$ cat src/sv/ycrc_pkg.sv
// ----------------------------------------------------------------------------
// ycrc_pkg
// Shared types, protocol codes and helpers of the YMODEM-CRC receiver.
// ----------------------------------------------------------------------------
package ycrc_pkg;

   localparam logic [7:0] CH_SOH = 8'h01;
   localparam logic [7:0] CH_STX = 8'h02;
   localparam logic [7:0] CH_EOT = 8'h04;
   localparam logic [7:0] CH_ACK = 8'h06;
   localparam logic [7:0] CH_NAK = 8'h15;
   localparam logic [7:0] CH_CAN = 8'h18;
   localparam logic [7:0] CH_C   = 8'h43;

   localparam logic [1:0] KIND_TX      = 2'd0;
   localparam logic [1:0] KIND_PAYLOAD = 2'd1;
   localparam logic [1:0] KIND_EVENT   = 2'd2;

   localparam logic [2:0] EV_ACCEPT  = 3'd0;
   localparam logic [2:0] EV_CRCBAD  = 3'd1;
   localparam logic [2:0] EV_HEADER  = 3'd2;
   localparam logic [2:0] EV_DONE    = 3'd3;
   localparam logic [2:0] EV_TIMEOUT = 3'd4;

   localparam logic [15:0] CRC_POLY      = 16'h1021;
   localparam logic [15:0] CRC_MSB       = 16'h8000;
   localparam logic [10:0] SHORT_SIZE    = 11'd128;
   localparam logic [10:0] LONG_SIZE     = 11'd1024;
   localparam logic [15:0] TIMEOUT_RESET = 16'd100;
   localparam logic [15:0] IDLE_MAX      = 16'hFFFF;

   localparam int SLOT_COUNT = 6;
   localparam int SLOT_BITS  = $clog2(SLOT_COUNT);

   typedef struct packed {
      logic [1:0] kind;
      logic [7:0] value;
      logic [2:0] code;
   } ycrc_slot_type;

   typedef struct packed {
      logic [SLOT_BITS-1:0]                count;
      ycrc_slot_type [SLOT_COUNT-1:0]      slot;
      logic [31:0]                         offset;
   } ycrc_cmd_type;

   function automatic ycrc_slot_type mk_slot(input logic [1:0] kind,
                                             input logic [7:0] value,
                                             input logic [2:0] code);
      ycrc_slot_type s;
      s.kind  = kind;
      s.value = value;
      s.code  = code;
      return s;
   endfunction

endpackage

$ cat src/sv/ycrc_channels.sv
// ----------------------------------------------------------------------------
// ycrc channels
// Valid/ready channel interfaces: receive items, results and register write.
// ----------------------------------------------------------------------------
interface ycrc_req_if;
   logic       valid;
   logic       ready;
   logic       action;
   logic [7:0] rx_byte;
   modport source (output valid, action, rx_byte, input ready);
   modport sink   (input valid, action, rx_byte, output ready);
endinterface

interface ycrc_rsp_if;
   logic        valid;
   logic        ready;
   logic [1:0]  kind;
   logic [7:0]  byte_value;
   logic [2:0]  event_code;
   logic [31:0] file_offset;
   logic        last;
   modport source (output valid, kind, byte_value, event_code, file_offset, last,
                   input ready);
   modport sink   (input valid, kind, byte_value, event_code, file_offset, last,
                   output ready);
endinterface

interface ycrc_csr_if;
   logic        valid;
   logic        ready;
   logic [15:0] data;
   modport source (output valid, data, input ready);
   modport sink   (input valid, data, output ready);
endinterface

$ cat src/sv/ycrc_front.sv
// ----------------------------------------------------------------------------
// ycrc_front
// Protocol state machine: takes one byte or tick per transfer, updates the
// receiver state and emits a command listing the results it causes.
// ----------------------------------------------------------------------------
module ycrc_front (
   input  logic                  clock,
   input  logic                  reset,
   ycrc_req_if.sink              req_if,
   ycrc_csr_if.sink              csr_if,
   input  logic                  cmd_ready,
   output logic                  cmd_valid,
   output ycrc_pkg::ycrc_cmd_type cmd
);
   import ycrc_pkg::*;

   typedef enum logic [4:0] {
      PH_INIT = 5'b00001,
      PH_WAIT = 5'b00010,
      PH_BNUM = 5'b00100,
      PH_DATA = 5'b01000,
      PH_CRC  = 5'b10000
   } phase_type;

   phase_type   phase_ff, phase_in;
   logic [15:0] timeout_ff;
   logic [7:0]  expected_ff, expected_in;
   logic        header_ff, header_in;
   logic [31:0] offset_ff, offset_in;
   logic [10:0] bib_ff, bib_in;
   logic        long_ff, long_in;
   logic [15:0] crc_ff, crc_in;
   logic [7:0]  crc_hi_ff, crc_hi_in;
   logic [15:0] idle_ff, idle_in;

   logic                 accept;
   logic                 do_restart;
   logic [SLOT_BITS-1:0] n;
   logic [10:0]          size;
   ycrc_cmd_type         cmd_c;

   function automatic logic [15:0] crc_byte(input logic [15:0] crc_i,
                                            input logic [7:0]  b);
      logic [15:0] c;
      c = crc_i ^ {b, 8'h00};
      for (int i = 0; i < 8; i++) begin
         if ((c & CRC_MSB) != 16'h0000) begin
            c = {c[14:0], 1'b0} ^ CRC_POLY;
         end else begin
            c = {c[14:0], 1'b0};
         end
      end
      return c;
   endfunction

   assign req_if.ready = cmd_ready;
   assign accept       = req_if.valid && cmd_ready;
   assign csr_if.ready = 1'b1;
   assign cmd_valid    = accept && (n != '0);
   assign cmd          = cmd_c;

   always_comb begin
      phase_in    = phase_ff;
      expected_in = expected_ff;
      header_in   = header_ff;
      offset_in   = offset_ff;
      bib_in      = bib_ff;
      long_in     = long_ff;
      crc_in      = crc_ff;
      crc_hi_in   = crc_hi_ff;
      idle_in     = idle_ff;
      do_restart  = 1'b0;
      n           = '0;
      cmd_c       = '0;
      size        = long_ff ? LONG_SIZE : SHORT_SIZE;

      if (phase_ff == PH_INIT) begin
         expected_in = 8'h00;
         offset_in   = 32'h0;
         header_in   = 1'b0;
         idle_in     = 16'h0;
         phase_in    = PH_WAIT;
         cmd_c.slot[n] = mk_slot(KIND_TX, CH_C, 3'd0);
         n = n + 1'b1;
      end

      if (req_if.action) begin
         if (phase_ff != PH_INIT) begin
            if (idle_in != IDLE_MAX) begin
               idle_in = idle_in + 16'd1;
            end
            if (idle_in >= timeout_ff) begin
               if (phase_in != PH_WAIT || offset_in != 32'h0) begin
                  cmd_c.slot[n] = mk_slot(KIND_EVENT, 8'h00, EV_TIMEOUT);
                  cmd_c.offset  = offset_in;
                  n = n + 1'b1;
               end
               do_restart = 1'b1;
            end
         end
      end else begin
         idle_in = 16'h0;
         case (phase_in)
            PH_BNUM: begin
               if (bib_in == 11'd0) begin
                  if (req_if.rx_byte == expected_in) begin
                     bib_in = 11'd1;
                  end else begin
                     do_restart = 1'b1;
                  end
               end else if (req_if.rx_byte == ~expected_in) begin
                  phase_in  = PH_DATA;
                  bib_in    = 11'd0;
                  crc_in    = 16'h0;
                  crc_hi_in = 8'h00;
               end else begin
                  cmd_c.slot[n] = mk_slot(KIND_EVENT, 8'h00, EV_TIMEOUT);
                  cmd_c.offset  = offset_in;
                  n = n + 1'b1;
                  do_restart = 1'b1;
               end
            end
            PH_DATA: begin
               cmd_c.slot[n] = mk_slot(KIND_PAYLOAD, req_if.rx_byte, 3'd0);
               cmd_c.offset  = offset_in + {21'h0, bib_in};
               n = n + 1'b1;
               crc_in = crc_byte(crc_in, req_if.rx_byte);
               bib_in = bib_in + 11'd1;
               if (bib_in >= size) begin
                  bib_in   = 11'd0;
                  phase_in = PH_CRC;
               end
            end
            PH_CRC: begin
               if (bib_in == 11'd0) begin
                  crc_hi_in = req_if.rx_byte;
                  bib_in    = 11'd1;
               end else begin
                  phase_in = PH_WAIT;
                  if (crc_in == {crc_hi_in, req_if.rx_byte}) begin
                     cmd_c.slot[n] = mk_slot(KIND_TX, CH_ACK, 3'd0);
                     n = n + 1'b1;
                     cmd_c.offset = offset_in;
                     if (!header_in && expected_in == 8'h00) begin
                        cmd_c.slot[n] = mk_slot(KIND_EVENT, 8'h00, EV_HEADER);
                        n = n + 1'b1;
                        header_in = 1'b1;
                        cmd_c.slot[n] = mk_slot(KIND_TX, CH_C, 3'd0);
                        n = n + 1'b1;
                     end else begin
                        cmd_c.slot[n] = mk_slot(KIND_EVENT, 8'h00, EV_ACCEPT);
                        n = n + 1'b1;
                        offset_in = offset_in + {21'h0, size};
                     end
                     expected_in = expected_in + 8'd1;
                  end else begin
                     cmd_c.slot[n] = mk_slot(KIND_TX, CH_NAK, 3'd0);
                     n = n + 1'b1;
                     cmd_c.slot[n] = mk_slot(KIND_EVENT, 8'h00, EV_CRCBAD);
                     n = n + 1'b1;
                     cmd_c.offset = offset_in;
                  end
               end
            end
            default: begin
               if (req_if.rx_byte == CH_SOH || req_if.rx_byte == CH_STX) begin
                  bib_in   = 11'd0;
                  long_in  = (req_if.rx_byte == CH_STX);
                  phase_in = PH_BNUM;
               end else if (req_if.rx_byte == CH_EOT) begin
                  cmd_c.slot[n] = mk_slot(KIND_TX, CH_ACK, 3'd0);
                  n = n + 1'b1;
                  cmd_c.slot[n] = mk_slot(KIND_TX, CH_C, 3'd0);
                  n = n + 1'b1;
                  cmd_c.slot[n] = mk_slot(KIND_TX, CH_ACK, 3'd0);
                  n = n + 1'b1;
                  cmd_c.slot[n] = mk_slot(KIND_EVENT, 8'h00, EV_DONE);
                  n = n + 1'b1;
                  cmd_c.offset = offset_in;
                  do_restart = 1'b1;
               end
            end
         endcase
      end

      if (do_restart) begin
         expected_in = 8'h00;
         offset_in   = 32'h0;
         header_in   = 1'b0;
         idle_in     = 16'h0;
         phase_in    = PH_WAIT;
         cmd_c.slot[n] = mk_slot(KIND_TX, CH_C, 3'd0);
         n = n + 1'b1;
      end
      cmd_c.count = n;
   end

   always_ff @(posedge clock) begin
      if (reset) begin
         phase_ff    <= PH_INIT;
         timeout_ff  <= TIMEOUT_RESET;
         expected_ff <= 8'h00;
         header_ff   <= 1'b0;
         offset_ff   <= 32'h0;
         bib_ff      <= 11'd0;
         long_ff     <= 1'b0;
         crc_ff      <= 16'h0;
         crc_hi_ff   <= 8'h00;
         idle_ff     <= 16'h0;
      end else begin
         if (csr_if.valid) begin
            timeout_ff <= csr_if.data;
         end
         if (accept) begin
            phase_ff    <= phase_in;
            expected_ff <= expected_in;
            header_ff   <= header_in;
            offset_ff   <= offset_in;
            bib_ff      <= bib_in;
            long_ff     <= long_in;
            crc_ff      <= crc_in;
            crc_hi_ff   <= crc_hi_in;
            idle_ff     <= idle_in;
         end
      end
   end

endmodule

$ cat src/sv/ycrc_queue.sv
// ----------------------------------------------------------------------------
// ycrc_queue
// Two-entry command queue between the state machine and the result sequencer.
// ----------------------------------------------------------------------------
module ycrc_queue (
   input  logic                   clock,
   input  logic                   reset,
   input  logic                   push_valid,
   output logic                   push_ready,
   input  ycrc_pkg::ycrc_cmd_type push_cmd,
   output logic                   pop_valid,
   input  logic                   pop_ready,
   output ycrc_pkg::ycrc_cmd_type pop_cmd
);
   import ycrc_pkg::*;

   ycrc_cmd_type entry_ff [2];
   logic         wr_ptr_ff;
   logic         rd_ptr_ff;
   logic [1:0]   count_ff, count_in;
   logic         do_push;
   logic         do_pop;

   assign push_ready = (count_ff != 2'd2);
   assign pop_valid  = (count_ff != 2'd0);
   assign pop_cmd    = entry_ff[rd_ptr_ff];
   assign do_push    = push_valid && push_ready;
   assign do_pop     = pop_valid && pop_ready;

   always_comb begin
      count_in = count_ff;
      if (do_push && !do_pop) begin
         count_in = count_ff + 2'd1;
      end else if (do_pop && !do_push) begin
         count_in = count_ff - 2'd1;
      end
   end

   always_ff @(posedge clock) begin
      if (do_push) begin
         entry_ff[wr_ptr_ff] <= push_cmd;
      end
   end

   always_ff @(posedge clock) begin
      if (reset) begin
         wr_ptr_ff <= 1'b0;
         rd_ptr_ff <= 1'b0;
         count_ff  <= 2'd0;
      end else begin
         count_ff <= count_in;
         if (do_push) begin
            wr_ptr_ff <= ~wr_ptr_ff;
         end
         if (do_pop) begin
            rd_ptr_ff <= ~rd_ptr_ff;
         end
      end
   end

endmodule

$ cat src/sv/ycrc_back.sv
// ----------------------------------------------------------------------------
// ycrc_back
// Result sequencer: plays out the slots of one command, one transfer a cycle while rsp_if is ready.
// ----------------------------------------------------------------------------
module ycrc_back (
   input  logic                   clock,
   input  logic                   reset,
   input  logic                   cmd_valid,
   output logic                   cmd_ready,
   input  ycrc_pkg::ycrc_cmd_type cmd,
   ycrc_rsp_if.source             rsp_if
);
   import ycrc_pkg::*;

   ycrc_cmd_type         cur_ff;
   logic [SLOT_BITS-1:0] idx_ff;
   logic                 busy_ff;
   ycrc_slot_type        slot;
   logic                 is_last;

   assign slot    = cur_ff.slot[idx_ff];
   assign is_last = (idx_ff == cur_ff.count - 1'b1);

   assign cmd_ready = !busy_ff || (rsp_if.ready && is_last);

   assign rsp_if.valid       = busy_ff;
   assign rsp_if.kind        = slot.kind;
   assign rsp_if.byte_value  = slot.value;
   assign rsp_if.event_code  = slot.code;
   assign rsp_if.file_offset = (slot.kind == KIND_TX) ? 32'h0 : cur_ff.offset;
   assign rsp_if.last        = is_last;

   always_ff @(posedge clock) begin
      if (cmd_valid && cmd_ready) begin
         cur_ff <= cmd;
      end
   end

   always_ff @(posedge clock) begin
      if (reset) begin
         busy_ff <= 1'b0;
         idx_ff  <= '0;
      end else if (cmd_ready) begin
         busy_ff <= cmd_valid;
         idx_ff  <= '0;
      end else if (rsp_if.ready) begin
         idx_ff <= idx_ff + 1'b1;
      end
   end

endmodule

$ cat src/sv/ymodem_crc_receiver.sv
// ----------------------------------------------------------------------------
// ymodem_crc_receiver
// YMODEM-CRC receiver: framing, block number check, CRC-16 and idle timeout.
// ----------------------------------------------------------------------------
// Usage:
//   req_if  : one received byte (action 0) or one timer tick (action 1) per
//             transfer.
//   rsp_if  : results - bytes to transmit, payload bytes with file offset,
//             and events; last marks the final result of one input.
//   csr_if  : write of timeout_ticks, always ready; write only while idle.
// Path: an input's command is registered in the command queue and then in
//   the result sequencer before its first result is offered on rsp_if.
//   An input causes zero to six results, one per cycle while rsp_if is ready.
// Throughput: one input per cycle; req_if.ready drops only when the
//   two-entry command queue is full, set by the result sequencer playing
//   out multi-result inputs.
// Reset: timeout_ticks returns to 100; the first input after reset also
//   emits the opening 'C'.
// A stalled rsp_if holds its result; the front keeps accepting until the
//   queue fills.
// ----------------------------------------------------------------------------
module ymodem_crc_receiver (
   input  logic       clock,
   input  logic       reset,
   ycrc_req_if.sink   req_if,
   ycrc_csr_if.sink   csr_if,
   ycrc_rsp_if.source rsp_if
);
   import ycrc_pkg::*;

   logic         f_valid, f_ready;
   ycrc_cmd_type f_cmd;
   logic         b_valid, b_ready;
   ycrc_cmd_type b_cmd;

   ycrc_front u_front (
      .clock     (clock),
      .reset     (reset),
      .req_if    (req_if),
      .csr_if    (csr_if),
      .cmd_ready (f_ready),
      .cmd_valid (f_valid),
      .cmd       (f_cmd)
   );

   ycrc_queue u_queue (
      .clock      (clock),
      .reset      (reset),
      .push_valid (f_valid),
      .push_ready (f_ready),
      .push_cmd   (f_cmd),
      .pop_valid  (b_valid),
      .pop_ready  (b_ready),
      .pop_cmd    (b_cmd)
   );

   ycrc_back u_back (
      .clock     (clock),
      .reset     (reset),
      .cmd_valid (b_valid),
      .cmd_ready (b_ready),
      .cmd       (b_cmd),
      .rsp_if    (rsp_if)
   );

endmodule
$ cat src/flat_wrapper.sv
// flat-port wrapper written by rule: the top's interface ports become plain ports
module ymodem_crc_receiver_flat import ycrc_pkg::*;
  (clock, reset, req_if_valid, req_if_action, req_if_rx_byte, req_if_ready, csr_if_valid, csr_if_data, csr_if_ready, rsp_if_valid, rsp_if_kind, rsp_if_byte_value, rsp_if_event_code, rsp_if_file_offset, rsp_if_last, rsp_if_ready);
  ycrc_req_if req_if_i ();
  ycrc_csr_if csr_if_i ();
  ycrc_rsp_if rsp_if_i ();
  input  logic clock;
  input  logic reset;
  input wire logic [$bits(req_if_i.valid)-1:0] req_if_valid;
  input wire logic [$bits(req_if_i.action)-1:0] req_if_action;
  input wire logic [$bits(req_if_i.rx_byte)-1:0] req_if_rx_byte;
  output wire logic [$bits(req_if_i.ready)-1:0] req_if_ready;
  input wire logic [$bits(csr_if_i.valid)-1:0] csr_if_valid;
  input wire logic [$bits(csr_if_i.data)-1:0] csr_if_data;
  output wire logic [$bits(csr_if_i.ready)-1:0] csr_if_ready;
  output wire logic [$bits(rsp_if_i.valid)-1:0] rsp_if_valid;
  output wire logic [$bits(rsp_if_i.kind)-1:0] rsp_if_kind;
  output wire logic [$bits(rsp_if_i.byte_value)-1:0] rsp_if_byte_value;
  output wire logic [$bits(rsp_if_i.event_code)-1:0] rsp_if_event_code;
  output wire logic [$bits(rsp_if_i.file_offset)-1:0] rsp_if_file_offset;
  output wire logic [$bits(rsp_if_i.last)-1:0] rsp_if_last;
  input wire logic [$bits(rsp_if_i.ready)-1:0] rsp_if_ready;
  assign req_if_i.valid = req_if_valid;
  assign req_if_i.action = req_if_action;
  assign req_if_i.rx_byte = req_if_rx_byte;
  assign req_if_ready = req_if_i.ready;
  assign csr_if_i.valid = csr_if_valid;
  assign csr_if_i.data = csr_if_data;
  assign csr_if_ready = csr_if_i.ready;
  assign rsp_if_valid = rsp_if_i.valid;
  assign rsp_if_kind = rsp_if_i.kind;
  assign rsp_if_byte_value = rsp_if_i.byte_value;
  assign rsp_if_event_code = rsp_if_i.event_code;
  assign rsp_if_file_offset = rsp_if_i.file_offset;
  assign rsp_if_last = rsp_if_i.last;
  assign rsp_if_i.ready = rsp_if_ready;
  ymodem_crc_receiver u_core (.clock(clock), .reset(reset), .req_if(req_if_i), .csr_if(csr_if_i), .rsp_if(rsp_if_i));
endmodule
$ cat config.mk
export PLATFORM = sky130hd
export DESIGN_NAME = ymodem_crc_receiver_flat
export DESIGN_NICKNAME = d
export VERILOG_FILES = /design/src/sv/ycrc_pkg.sv /design/src/sv/ycrc_channels.sv /design/src/sv/ycrc_front.sv /design/src/sv/ycrc_queue.sv /design/src/sv/ycrc_back.sv /design/src/sv/ymodem_crc_receiver.sv /design/src/flat_wrapper.sv
export SDC_FILE = /design/constraint.sdc
export NUM_CORES = 1
export LEC_CHECK = 0
export BUFFER_PORTS_ARGS = -buffer_cell sky130_fd_sc_hd__buf_4
export CAP_MARGIN = 20
export CORE_ASPECT_RATIO = 2
export CORE_MARGIN = 10
export CORE_UTILIZATION = 30
export CTS_BUF_LIST = sky130_fd_sc_hd__clkbuf_8 sky130_fd_sc_hd__clkbuf_16
export DETAILED_ROUTE_END_ITERATION = 8
export SLEW_MARGIN = 20
export SYNTH_ARGS = -nofsm -noshare
export SYNTH_HDL_FRONTEND = slang
export SYNTH_SLANG_ARGS = --single-unit
$ cat constraint.sdc
create_clock -name clock -period 8.4 [get_ports clock]
set_clock_uncertainty 0.2 [all_clocks]
set_input_delay 1.26 -clock clock [delete_from_list [all_inputs] [get_ports clock]]
set_output_delay 1.26 -clock clock [all_outputs]
set_load 0.02 [all_outputs]
==> impl_metrics.toml, run 1 <==
[status]
status = "finished, final reports clean"

[clocking]
h-tree-depth = 1
clock_latency_ns = 0.60
cts_tree = "yes"
numCtsBuffers = 30
clockRootBuffer = "clkbuf_16"
cts_hold_buf = 0
cts_resized = 0
path_clk_slew_ns = 0.06
clkSinkCount = 335
post_cts_buffers = 0
clockBufferDepth = 3

[timing]
finalCriticalPeriod_ns = 6.74
rsz0062_at_grt = "no"
final_max_slew_viol_count = 0
slew_headroom_pct = 25.0
tns_ns = 0
setup_ws_ns = 1.66
tightest_slew_ns = 1.12
fmax_mhz = 148
min_period_over_period_pct = 80.2
hold_viol_final = 0
setup_viol = 0

[setup_path]
cp-start-kind = "flip-flop"
r2r-start = "u_core.u_front.phase_ff[3]"
critical_path_required_ns = 8.42
end_kind = "flip-flop"
path_class = "reg2reg"
rrSetupSlack_ns = 1.66
r2r_end = "u_core.u_queue.entry_ff[0][43]"
reg2reg_depth = 21
crit_fanout = 71
worstPathArrival_ns = 6.75

[logic_synthesis]
synth_mux_area_share_pct = 6.47
ys_types = 92
synth_top_area_share_pct = 36.9
synthFlopType = "edfxtp_1"
synth_top_cell_by_area = "edfxtp_1"
yosys.cell_count.top_type = "edfxtp_1"
synthSimpleGateAreaFrac_pct = 17.6
synthTopCellsByArea = "edfxtp_1 37%, dfxtp_1 14%, mux2_2 4.6%"
synth_compound_area_share_pct = 13.0
async_reset_ff_share_pct = 0
synthCells = 1672
ys_top_cells_by_count = "213 x edfxtp_1, 143 x nor2_1, 131 x nand2_1"
synth_enable_flop_cells = 213
ys_ff_latch = 335
yosysSeqAreaShare_pct = 50.9
synth_fa_ha_area_share_pct = 3.50
syn_area_sq_mm = 0.0174
syn_avg_cell_area_sq_um = 10.4
synth.yosys.warnings = 0
yosys.area_share.xor_xnor_pct = 4.54
synth_top_family_by_area = "simple AND/OR/NAND/NOR gates"

[power]
p_per_area_mw_per_mm2 = 246
vdd_drop_max_mv = 0.139
pwr-share-seq_pct = 45.9
switchingPower_uw = 1500
p_int_uw = 3350
sw_frac_of_total_pct = 30.9
p_leak_uw = 0.00705
p_comb_share_pct = 25.8
p_clk_share_pct = 28.3

[drt]
route.detailed.drc = 0
routedWlPerCell_um = 20.6
dr_wl_met3_um = 2620
num_vias = 13219
viasPerCell = 5.29
final_antenna_net_count = 0
topRoutingLayerUsed = "met4"
wl_met2_um = 27500
drt_pass1_iterations = 6
totalWireLength_um = 51500
first_iter_violations = 800
routedLengthMet1_um = 17800

[worst_hold_path]
hp-class = "reg2reg"
min_path_cells = 2
min_to = "u_core.u_front.crc_hi_ff[1]"
hold_start = "u_core.u_front.crc_hi_ff[1]"

[placement]
gp_congestion = 0.931
port_buffers = 77
dpl.hpwl_um = 38400
preCtsSetupSlack_ns = 1.67

[floorplan]
rows = 124
fp.dieW_um = 190
die_h_um = 360
io_pins = 79
fp.dieArea_sq_mm = 0.0684
core_sq_mm = 0.0572
initial_core_util_pct = 30.3

[layout]
drive_above_1_share_pct = 14.9
n_fill_cell = 5686
syn_to_final_growth_pct = 13.7
antenna_cells = 0
finish.net_count = 1799

[global_routing]
grt_max_degree = 73
antenna_found_initial = 0
grt_pass1_wl_um = 78900
track_usage_pct = 14.6
grt-ovfl-total = 0
grt_pass1_vias = 13398

[run]
max_cap_viol_count = 0
## per-stage QoR
stage	hold slack, ns	util [%]	std cells	cell area (sq um)	power (uW)
6_report	0.273	34.5	2500	19700	4850
5_1_grt	0.307	34.5	2500	19700	5090
4_1_cts	0.274	34.4	2499	19700	4920
3_5_place_dp	0.258	32.8	2444	18800	3550
3_3_place_gp	0.252	32.8	2444	18800	3520
2_1_floorplan	0.235	-	1685	17400	3060
## power by group through the flow
| stage | Sequential, uW | Clock [uW] | Combinational [uW] |
|---|---|---|---|
| finish | 2220 | 1370 | 1250 |
| global route | 2250 | 1470 | 1370 |
| CTS | 2230 | 1410 | 1280 |
| detailed placement | 2270 | 0 | 1280 |
| global placement | 2250 | 0 | 1270 |
| floorplan | 2260 | 0 | 801 |
## flip-flops by register name (all words and copies together) (netlist names), 5 cells and up
name and count:
u_core.u_front.timeout_ff 16, u_core.u_front.phase_ff 5, u_core.u_back.cur_ff 71, u_core.u_front.offset_ff 32, u_core.u_front.crc_hi_ff 8, u_core.u_queue.entry_ff 142, u_core.u_front.crc_ff 16, u_core.u_front.bib_ff 11
u_core.u_front.idle_ff 16, u_core.u_front.expected_ff 8
## layer usage
metal,vias to the layer above,global-route usage (%)
li1,6243,-
met1,6325,14.5
met2,472,27.2
met3,179,1.99
met4,0,10.3
met5,-,0
## cell type report
cell class                 count  area (sq um)  area share [%]
inverter                      63           236            1.20
tap                          756           946            4.80
clock buffer                  31           776            3.93
clock inverter                24           185           0.939
timing repair buffer         106           821            4.16
sequential                   335          8840            44.8
multi-input combinational   1185          7920            40.2
## logic make-up after synthesis
logic type,count (synthesis)
AOI/OAI and AO/OA,340
muxes,102
adders and majority gates,48
buffers and inverters,165
DFF,335
and+or+nand+nor,590
other,2
xor gates and xnor gates,90
## worst max-delay path: stages, from the launching register on
cell and delay (ns):
dfxtp_1 0.55, or3_4 0.23, o21ai_0 0.15, inv_1 0.15, ha_1 0.26, inv_1 0.06
a2111oi_1 0.55, a21boi_1 0.29, and4_1 0.35, nand3_1 0.12, xor2_1 0.14, nor2_1 0.07
ha_1 0.36, nand2_1 0.07, o21ai_0 0.31, a2111oi_0 0.17, o21a_1 0.17, nor4b_1 0.87
and3b_1 0.33, a31oi_1 0.31, nor2b_4 0.23, buf_12 0.33
## cells in the final DEF (no fill, tap or decap), types with 47 or more instances in the layout
| cell type | count |
|---|---|
| a21oi_1 | 90 |
| nor2_1 | 142 |
| mux2_2 | 71 |
| buf_4 | 103 |
| nand3_1 | 59 |
| ha_1 | 47 |
| o21ai_0 | 49 |
| inv_1 | 69 |
| xor2_1 | 54 |
| edfxtp_1 | 213 |
| dfxtp_1 | 121 |
| nand2_1 | 130 |
## worst max path at each step
stage,start,end,slack [ns],cells after the start
after floorplan,u_core.u_front.phase_ff[0],u_core.u_queue.entry_ff[0][0],1.25,24
after global placement,u_core.u_front.phase_ff[4],u_core.u_queue.entry_ff[0][26],1.84,21
after detailed placement,u_core.u_front.phase_ff[3],u_core.u_queue.entry_ff[0][26],1.67,21
after CTS,u_core.u_front.phase_ff[3],u_core.u_queue.entry_ff[0][43],1.63,21
after global routing,u_core.u_front.phase_ff[3],u_core.u_queue.entry_ff[0][43],1.19,21
final,u_core.u_front.phase_ff[3],u_core.u_queue.entry_ff[0][43],1.66,21
Note: power is estimated with default switching activity, not from simulation.
==> inputs of run 2 (changes only) <==
clock period = 6.8 ns   (was 8.4 ns; I/O delays follow)
==> impl_metrics.toml, run 2 (same netlist as run 1, synthesis figures left out) <==
[status]
status = "finished, final reports clean"

[layout]
fin_util_pct = 34.6
syn_to_final_growth_pct = 14.0
reg_top3 = "u_core.u_queue.entry_ff x142, u_core.u_back.cur_ff x71, u_core.u_front.offset_ff x32"
layout_common_cells = "213 x edfxtp_1, 142 x nor2_1, 130 x nand2_1"
largest_reg_flops = 142
drive_above_1_share_pct = 15.5
antenna_cells = 0
n_fill_cell = 5710
fin_area_sq_mm = 0.0198
finish.net_count = 1804
top_register = "u_core.u_queue.entry_ff"
final_common_cell = "edfxtp_1"

[clocking]
cts_hold_buf = 0
numCtsBuffers = 30
h-tree-depth = 1
clkSinkCount = 335
clockBufferDepth = 3
cts_tree = "yes"
post_cts_buffers = 0
path_clk_slew_ns = 0.07
clockRootBuffer = "clkbuf_16"
clock_latency_ns = 0.62

[drt]
first_iter_violations = 887
final_antenna_net_count = 0
viasPerCell = 5.32
route.detailed.drc = 0
routedLengthMet1_um = 18000
num_vias = 13324
wl_met2_um = 27700
drt_pass1_iterations = 5
routedWlPerCell_um = 20.4
totalWireLength_um = 51200
dr_wl_met3_um = 2290
topRoutingLayerUsed = "met4"

[setup_path]
worstPathArrival_ns = 6.73
reg2reg_depth = 23
crit_fanout = 9
path_class = "reg2reg"
end_kind = "flip-flop"
critical_path_required_ns = 7.11
cp-start-kind = "flip-flop"

[timing]
hold_viol_final = 0
tightest_slew_ns = 1.13
final_max_slew_viol_count = 0
finalCriticalPeriod_ns = 6.41
fmax_mhz = 156
slew_headroom_pct = 23.5
rsz0062_at_grt = "no"
tns_ns = 0
setup_viol = 0
min_period_over_period_pct = 94.3
setup_ws_ns = 0.387

[power]
vdd_drop_max_mv = 0.181
p_per_area_mw_per_mm2 = 304
power.total_uw = 6010
p_leak_uw = 0.00705

[global_routing]
grt-ovfl-total = 0
grt_pass1_wl_um = 78700
grt_max_degree = 73
antenna_found_initial = 0
grt_pass1_vias = 13394
track_usage_pct = 14.6

[floorplan]
die_h_um = 360
io_pins = 79
rows = 124
fp.dieW_um = 190
core_sq_mm = 0.0572
initial_core_util_pct = 30.3
fp.dieArea_sq_mm = 0.0684

[placement]
dpl.hpwl_um = 38100
gp_congestion = 0.910
preCtsSetupSlack_ns = 0.136
place_area_sq_mm = 0.0188
port_buffers = 77

[run]
max_cap_viol_count = 0

[worst_hold_path]
min_path_cells = 2
hp-class = "reg2reg"
[run 2: metrics by stage]
step | hold slack (ns) | instances
2_1_floorplan | 0.235 | 1685
3_3_place_gp | 0.256 | 2450
3_5_place_dp | 0.261 | 2450
4_1_cts | 0.273 | 2506
5_1_grt | 0.291 | 2506
6_report | 0.272 | 2506
[run 2: final cells by class]
type | instances | area, sq um | share of cell area [%]
Clock inverter | 26 | 229 | 1.16
Tap cell | 756 | 946 | 4.78
Clock buffer | 30 | 751 | 3.79
Inverter | 63 | 236 | 1.20
Sequential cell | 335 | 8840 | 44.7
Multi-Input combinational cell | 1185 | 7920 | 40.1
Timing Repair Buffer | 111 | 858 | 4.34
[run 2: routing by layer]
layer  GRT usage [%]  up-vias
met5               0        -
met4            9.19        0
met3            1.91      177
met2            27.4      428
met1            14.6     6445
li1                -     6274
[run 2: where the power goes]
part | total [uW] | switching (uW) | internal (uW)
registers | 2740 | 97.6 | 2650
clock network | 1710 | 817 | 898
logic | 1550 | 964 | 586
total | 6010 | 1880 | 4130
[run 2: path summary, 6_finish.rpt]
check                           slack (ns)                           to                        start
worst max-delay path                  0.39   u_core.u_queue.count_ff[1]   u_core.u_front.phase_ff[4]
worst min register to register        0.27  u_core.u_front.crc_hi_ff[0]  u_core.u_front.crc_hi_ff[0]
worst min-delay path                  0.27  u_core.u_front.crc_hi_ff[0]  u_core.u_front.crc_hi_ff[0]
worst max register to register        0.39   u_core.u_queue.count_ff[1]   u_core.u_front.phase_ff[4]
[run 2: worst max-delay path, stage by stage, from the launching register on]
cell	delay, ns
dfxtp_1	0.42
or3_4	0.47
o21ai_1	0.25
inv_1	0.13
ha_1	0.29
inv_1	0.08
a2111oi_1	0.04
buf_4	0.19
a21boi_1	0.35
and4_1	0.37
nand3_1	0.12
xor2_1	0.16
nor2_1	0.15
ha_1	0.30
a21oi_1	0.17
o21ai_0	0.17
a2111oi_2	0.54
o21ai_0	0.30
a21oi_1	0.26
a311o_1	0.25
a31oi_1	0.22
ha_1	0.38
or3_1	0.35
a21oi_1	0.15
[run 2: what timing repair did]
action	CTS	global route
endpoints found under the hold margin	0	0
endpoints found under the setup margin	0	209
resized for setup	0	3
